$ cat src/hdl/rha_pkg.sv
// Shared types and constants for the reference-counted handle allocator.
// No dependencies; every other file in hdl/ uses this package.
`default_nettype none

package rha_pkg;

  localparam int MAX_HANDLES = 1024;

  localparam logic [2:0] CMD_LOOKUP = 3'd0;
  localparam logic [2:0] CMD_ALLOC  = 3'd1;
  localparam logic [2:0] CMD_FREE   = 3'd2;
  localparam logic [2:0] CMD_INCR   = 3'd3;
  localparam logic [2:0] CMD_DECR   = 3'd4;

  localparam logic [1:0] ST_OK      = 2'd0;
  localparam logic [1:0] ST_FULL    = 2'd1;
  localparam logic [1:0] ST_INVALID = 2'd2;
  localparam logic [1:0] ST_FREED   = 2'd3;

  typedef struct packed {
    logic [2:0]  command;
    logic [9:0]  handle;
    logic [31:0] resource_id;
  } in_word_t;

  typedef struct packed {
    logic [9:0]  handle_out;
    logic [31:0] resource_out;
    logic [15:0] ref_count;
    logic [1:0]  status;
  } out_word_t;

  typedef struct packed {
    logic [31:0] res;
    logic [9:0]  hdl;
    logic [15:0] refs;
  } dense_ent_t;

  // Controller to datapath.
  typedef struct packed {
    logic take;
    logic rd_map;
    logic rd_dent;
    logic save_ent;
    logic rd_last;
    logic commit;
    logic srch;
    logic alloc_wr;
    logic fail;
    logic load_out;
  } ctrl_cmd_t;

  // Datapath to controller.
  typedef struct packed {
    logic is_alloc;
    logic full;
    logic hit;
    logic found;
  } dp_sts_t;

endpackage

`default_nettype wire

$ cat src/hdl/rha_ctrl.sv
// Sequencing state machine of the handle allocator.
// Depends on rha_pkg for command and status structs.
`default_nettype none

module rha_ctrl (
  input  wire logic             clk,
  input  wire logic             rst_n,
  input  wire logic             in_valid,
  output logic                  in_stall,
  output logic                  out_valid,
  input  wire logic             out_stall,
  input  wire rha_pkg::dp_sts_t sts,
  output rha_pkg::ctrl_cmd_t    cmd
);

  typedef enum logic [8:0] {
    S_IDLE = 9'b000000001,
    S_MAP  = 9'b000000010,
    S_DENT = 9'b000000100,
    S_LAST = 9'b000001000,
    S_WR   = 9'b000010000,
    S_SRCH = 9'b000100000,
    S_AWR  = 9'b001000000,
    S_FIN  = 9'b010000000,
    S_FAIL = 9'b100000000
  } state_t;

  state_t state_r, state_nxt;
  logic   out_valid_r, out_valid_nxt;
  logic   out_free;

  assign in_stall  = (state_r != S_IDLE);
  assign out_valid = out_valid_r;
  assign out_free  = !out_valid_r || !out_stall;

  always_comb begin
    state_nxt     = state_r;
    cmd           = '0;
    out_valid_nxt = out_valid_r && out_stall;
    case (state_r)
      S_IDLE: begin
        if (in_valid) begin
          cmd.take  = 1'b1;
          state_nxt = S_MAP;
        end
      end
      S_MAP: begin
        cmd.rd_map = 1'b1;
        if (sts.is_alloc) begin
          state_nxt = sts.full ? S_FAIL : S_SRCH;
        end else begin
          state_nxt = S_DENT;
        end
      end
      S_DENT: begin
        if (sts.hit) begin
          cmd.rd_dent = 1'b1;
          state_nxt   = S_LAST;
        end else begin
          state_nxt = S_FAIL;
        end
      end
      S_LAST: begin
        cmd.save_ent = 1'b1;
        cmd.rd_last  = 1'b1;
        state_nxt    = S_WR;
      end
      S_WR: begin
        cmd.commit = 1'b1;
        state_nxt  = S_FIN;
      end
      S_SRCH: begin
        cmd.srch = 1'b1;
        if (sts.found) state_nxt = S_AWR;
      end
      S_AWR: begin
        cmd.alloc_wr = 1'b1;
        state_nxt    = S_FIN;
      end
      S_FAIL: begin
        cmd.fail  = 1'b1;
        state_nxt = S_FIN;
      end
      S_FIN: begin
        if (out_free) begin
          cmd.load_out  = 1'b1;
          out_valid_nxt = 1'b1;
          state_nxt     = S_IDLE;
        end
      end
      default: state_nxt = S_IDLE;
    endcase
  end

  always_ff @(posedge clk) begin
    if (!rst_n) begin
      state_r     <= S_IDLE;
      out_valid_r <= 1'b0;
    end else begin
      state_r     <= state_nxt;
      out_valid_r <= out_valid_nxt;
    end
  end

endmodule

`default_nettype wire

$ cat config.mk
export PLATFORM = sky130hd
export DESIGN_NAME = rha_ctrl
export DESIGN_NICKNAME = d
export VERILOG_FILES = /design/src/hdl/rha_pkg.sv /design/src/hdl/rha_ctrl.sv
export SDC_FILE = /design/constraint.sdc
export NUM_CORES = 1
export LEC_CHECK = 0
export ABC_AREA = 1
export BUFFER_PORTS_ARGS = -buffer_cell sky130_fd_sc_hd__buf_2
export CORE_UTILIZATION = 45
export DETAILED_ROUTE_END_ITERATION = 6
export HOLD_SLACK_MARGIN = 0.1
export PLACE_DENSITY_LB_ADDON = 0.1
export SLEW_MARGIN = 20
export SYNTH_ARGS = -nofsm -noshare
export SYNTH_HDL_FRONTEND = slang
export SYNTH_SLANG_ARGS = --single-unit
$ cat constraint.sdc
create_clock -name clk -period 1.9 [get_ports clk]
set_clock_uncertainty 0.2 [all_clocks]
set_input_delay 0 -clock clk [delete_from_list [all_inputs] [get_ports clk]]
set_output_delay 0 -clock clk [all_outputs]
set_load 0.03 [all_outputs]
==> run metrics, run 1 <==
Setup violations, final=0; Max clock buf depth=2; fin nets=145; vias in the first global route=a little over 600; Starting Density=about half; Flop pwr share=about a third; global-route wire length before repair=around 2400 um; Hold Vio Cnt, Final=0; WS Path Type=flop to output pin; postcts setup bufs=0; met1 Resource Use GR=around 26%; P_int=about 0.4 mW; synthesized net count=approximately 120; sw frac=roughly 43%; post-synthesis sequential area ratio=28.8%; iteration count of the initial detailed-routing pass=4; fin crit period=between 1500 and 2000 ps; pre-CTS WS=421 ps; gr ovfl total=0; Synth area leaders=dfxtp_1, nand2_1, inv_1; cts hold-fix bufs=7; Initial DRC Count=10; setup ws final=about 300 ps; Critical Path Source Type=flop; Ports=20; Slew Limit Fails=0; # fillers=138; total track usage=a little under a quarter; chip width=41.3 um; setup TNS=0 ps; Rows=13; slew of the pin with the lowest slew margin=roughly 240 ps; CTS tree=yes; Syn Area/Cell=6.49 um2; Slowest cell on crit path=dfxtp_1; leakage=0.514 nW; Pwr Density=between 700 and 800 mW/mm2; DIE AREA=roughly 0.0017 mm2; R2R Path End=state_r[0]; layer carrying the most global-route usage=met2; EDFF count, synth=0; reg2reg path depth=9; crit path max fanout=4; flop2flop setup slack=420 ps; port bufs=19; share of flip-flops with an asynchronous set or reset=0%; critical path depth in cells=6; Slew headroom=84.3%; Max rail drop VDD=0.000408 V; cts bufs inserted=3; die span in y=41.3 um; core footprint=0.00137 mm2; distinct cell type count after synthesis=18; # resized after CTS=0; Final ANT Viol Nets=0; Bufs and invs on worst path=3; unrepaired setup endpoints after global routing=false; DRC=0; YS warnings=0; maxcap violations=0; Synth Register Bits=10; Crit path max-delay family=simple AND/OR/NAND/NOR gates; htree depth=1; diode count=0; initial antenna violation count=0; clock sinks=10; routed vias=between 700 and 800; clock share of power=about a fifth; design area=between 800 and 900 um2; Hold Crit Class=flop to flop; fraction of layout cells with a size suffix above 1=a little under two fifths; Worst setup EP type=output pin; Max Clock Freq=about 0.63 GHz; largest net degree at the start of global routing=7; Worst Path Arrival=around 1400 ps; DRT Wirelength=between 1500 and 2000 um; synth cell count leaders=nand2_1, inv_1, nor2_1; Largest stage delay, worst path=between 300 and 400 ps; area share of the largest cell type after synthesis=a little under 30%; dominant cell type by area after synthesis=dfxtp_1; Req. time, crit path=between 1500 and 2000 ps; combinational power share=44.7%; Synth Cell Area=slightly below 700 um2; Root Buffer=clkbuf_4; met3 global-route usage=~10%; dpl cell area=about 800 um2; Vias per Instance=4.72; post-DP HPWL=~1200 um; CP Cell Sequence=inv_2 -> nand2_1 -> nor2_1 -> nand3_1 -> inv_1 -> buf_2; WL/cell=a little over 10 um; routability cong.=0.842; Synth Flop Type=dfxtp_1; critical path startpoint=state_r[1]; later-pin clock latency in the skew report=about 270 ps; most common cell in the netlist=nand2_1; Area growth syn-to-layout=28.6%; Net Sw Power=approximately 0.31 mW; Period Utilization, post-route=between 80% and 90%; Clock transition at path regs=around 60 ps; CP endpoint=cmd[5]; run status=finished clean; Mapped Cells=107; M2 GR Usage=between 30 and 40%; Reg2Reg Launch Point=state_r[0]; Tot Pwr=between 0.7 and 0.8 mW
[worst min-delay path by stage]
stage / start / end / slack (ps) / depth (start not counted)
after floorplan: rst_n / state_r[0] / -120 / 1
after global placement: rst_n / state_r[0] / 50 / 2
after detailed placement: rst_n / state_r[0] / 50 / 2
after CTS: out_valid / out_valid / 300 / 2
after global routing: state_r[1] / state_r[1] / 320 / 2
final: out_valid / out_valid / 300 / 2
[per-stage QoR]
stage	util [%]	instances	hold slack, ps
after CTS	65.4	150	300
after global placement	58.6	140	53.3
final	65.4	150	300
after floorplan	-	107	-116
after global routing	65.4	150	318
after detailed placement	58.6	140	46.7
[cell families (layout without fill, tap and decap cells)]
family	count (synthesis)	in the layout	share of synthesized area [%]
buf+inv	27	55	15.5
simple gates	65	65	51.0
compound gates	5	5	4.68
flops	10	10	28.8
[worst min-delay path, stage by stage, from the launching register on]
cell and delay, ps:
dfxtp_1 310, nand2_1 80, a21oi_1 70
[power groups by stage]
stage,Sequential (mW),Combinational [mW],Clock [mW]
after floorplan,0.248,0.242,0
after global placement,0.248,0.304,0
after detailed placement,0.249,0.308,0
after CTS,0.244,0.320,0.150
after global routing,0.247,0.351,0.163
final,0.244,0.318,0.149
[layout by cell type (no fill, tap or decap)]
master	count
dfxtp_1	10
nor2_4	3
nor3_2	3
nand4_1	1
o21ai_0	1
a21oi_1	2
inv_2	5
a21oi_2	2
nand3_1	7
dlygate4sd3_1	7
inv_4	1
nor2_1	12
clkbuf_4	3
inv_1	20
nand2_2	4
nor2_2	5
nor3_1	3
nand3_2	5
buf_2	19
nand2_1	22
[flip-flops by register name (all words and copies together), names as in the netlist]
register,cells
out_valid,1
state_r,9
[per-layer routing]
metal / wire length (um) / vias up
met5: 0 / -
met4: 29 / 0
met3: 70 / 5
met2: 710 / 17
met1: 746 / 307
li1: - / 379
[cell type report]
type	count	area (um2)	area share, %
multi-input combinational	70	387	43.3
sequential	10	200	22.4
timing repair buffer	26	165	18.5
tap	15	18.8	2.10
clock buffer	3	22.5	2.52
inverter	26	100	11.2
(Power assumes the default switching activity.)
==> run 2, diff against run 1 <==
Settings changed: CORE_UTILIZATION 45 to 44.
Clock period 1.9 ns to 1.45 ns, I/O delays scaled along.
==> run metrics, run 2 (same netlist as run 1, synthesis figures left out) <==
run status=finished, violations left; violated checks=negative setup slack; fin nets=160 (+10%); routed vias=863 (+22%); clock sinks=10 (unchanged); cts bufs inserted=3 (unchanged); Worst setup EP type=output pin; iteration count of the initial detailed-routing pass=4 (unchanged); global-route wire length before repair=3160 um (+31%); Largest stage delay, worst path=370 ps (+40 ps); Final ANT Viol Nets=0 (unchanged); Setup violations, final=20 (+20); crit path max fanout=5 (+1); Pwr Density=1000 mW/mm2 (+26%); Bufs and invs on worst path=3 (unchanged); diode count=0 (unchanged); total track usage=23.4% (+0.21 points); slew of the pin with the lowest slew margin=262 ps (+26.4 ps); Multi-input gate area=504 um2 (+30%); Req. time, crit path=1250 ps (-450 ps); unrepaired setup endpoints after global routing=true; initial antenna violation count=0 (unchanged); WS Path Type=flop to output pin; DRC=0 (unchanged); DRT Wirelength=2420 um (+55%); Max Clock Freq=approximately 0.63 GHz; htree depth=1 (unchanged); most common cell after layout, fill and taps aside=nand2_1; DIE AREA=0.00174 mm2 (+2.2%); post-DP HPWL=1240 um (+0.96%); CTS tree=yes; Slew headroom=82.5% (-1.8 points); die span in y=41.7 um (+1.1%); Critical Path Source Type=flop; Worst Path Arrival=1390 ps (about the same); Rows=13 (unchanged); Max clock buf depth=2 (unchanged); number of flip-flops in the largest register=9 (unchanged); fin crit period=approximately 1600 ps; Vias per Instance=5.20 (+10%); gr ovfl total=0 (unchanged); # fillers=65 (-53%); Starting Density=50.2% (-0.60 points); WL/cell=14.6 um (+40%); Hold Crit Class=input pin to flop; leakage=0.621 nW (+21%); later-pin clock latency in the skew report=280 ps (about the same); CP Cell Sequence=nor2_4 -> nand2_2 -> nor2_4 -> nand2_2 -> buf_6 -> inv_2 -> buf_6; vias in the first global route=773 (+28%); largest net degree at the start of global routing=7 (unchanged); Root Buffer=clkbuf_4; flop2flop setup slack=-130 ps (-550 ps); FF+latch area=218 um2 (+8.8%); Initial DRC Count=24 (+14); port bufs=19 (unchanged); chip width=41.7 um (+1.1%); Crit path max-delay family=simple AND/OR/NAND/NOR gates; Max rail drop VDD=0.000680 V (+67%); Clock transition at path regs=80 ps (+20 ps); most flop-heavy register=state_r; core footprint=0.00138 mm2 (+1.2%); most frequent cells in the layout=nand2_1, inv_1, buf_6, buf_4, inv_2; Final Util=89.2% (+24 points); maxcap violations=0 (unchanged); routability cong.=0.776 (-7.9%); Slew Limit Fails=0 (unchanged); Area growth syn-to-layout=77.7%; Hold Vio Cnt, Final=0 (unchanged); setup ws final=-137 ps (-441 ps); Slowest cell on crit path=dfxtp_4; Ports=20 (unchanged); Period Utilization, post-route=109%; Tot Pwr=1.24 mW (+74%); fraction of layout cells with a size suffix above 1=64.2% (+27 points)
==> run 2: cell types whose count changed in the layout (fill, tap and decap cells not counted), sizes merged <==
cell | previous run | this run
buf | 19 | 34
clkbuf | 3 | 4
==> run 2: report_power, final <==
part | switching (mW) | internal, mW
Sequential | 0.0324 | 0.301
Combinational | 0.383 | 0.252
Clock | 0.118 | 0.153
==> run 2: final timing paths <==
check | cells after the start | start | to
worst min register to register | 2 | out_valid | out_valid
worst max register to register | 10 | state_r[1] | state_r[8]
worst min-delay path | 3 | rst_n | state_r[0]
worst max-delay path | 7 | state_r[0] | cmd[3]
==> run 2: per-stage QoR <==
step | setup slack [ps] | hold WS (ps) | setup TNS, ps | area [um2] | std cells
final | -137 | 318 | -1460 | 1230 | 166
after global routing | -184 | 337 | -2610 | 1230 | 166
after floorplan | -9.92 | -116 | -24.8 | 711 | 107
after detailed placement | -45.1 | 52.7 | -232 | 840 | 143
after global placement | -49.6 | 44.4 | -283 | 840 | 143
after CTS | -103 | 293 | -801 | 1140 | 165
==> run 2: layout make-up <==
type / count / share of cell area [%]
tap: 15 / 1.52
inverter: 26 / 8.32
clock buffer: 4 / 2.94
sequential: 10 / 17.6
timing repair buffer: 41 / 28.7
multi-input combinational: 70 / 40.9
==> run 2: worst register-to-register path: cells and delay by family (launching register included) <==
family / cells / cell delay, ps
buf+inv: 3 / 280
flops: 1 / 370
simple gates: 7 / 630
==> run 2: routing by layer <==
metal | vias to the layer above | global-route usage [%] | share of wire [%]
met5 | - | 0 | 0
met4 | 0 | 13.5 | 2.2
met3 | 6 | 4.35 | 7.6
met2 | 45 | 38.1 | 49
met1 | 399 | 28.5 | 41
li1 | 413 | - | -
==> run 2: repair_timing <==
action	in CTS	in global routing
hold buffers	7	0
resized for setup	40	25
setup buffers	11	1
pin swaps	10	7
setup endpoints to repair	19	20
hold endpoints to repair	10	0
cloned	0	0
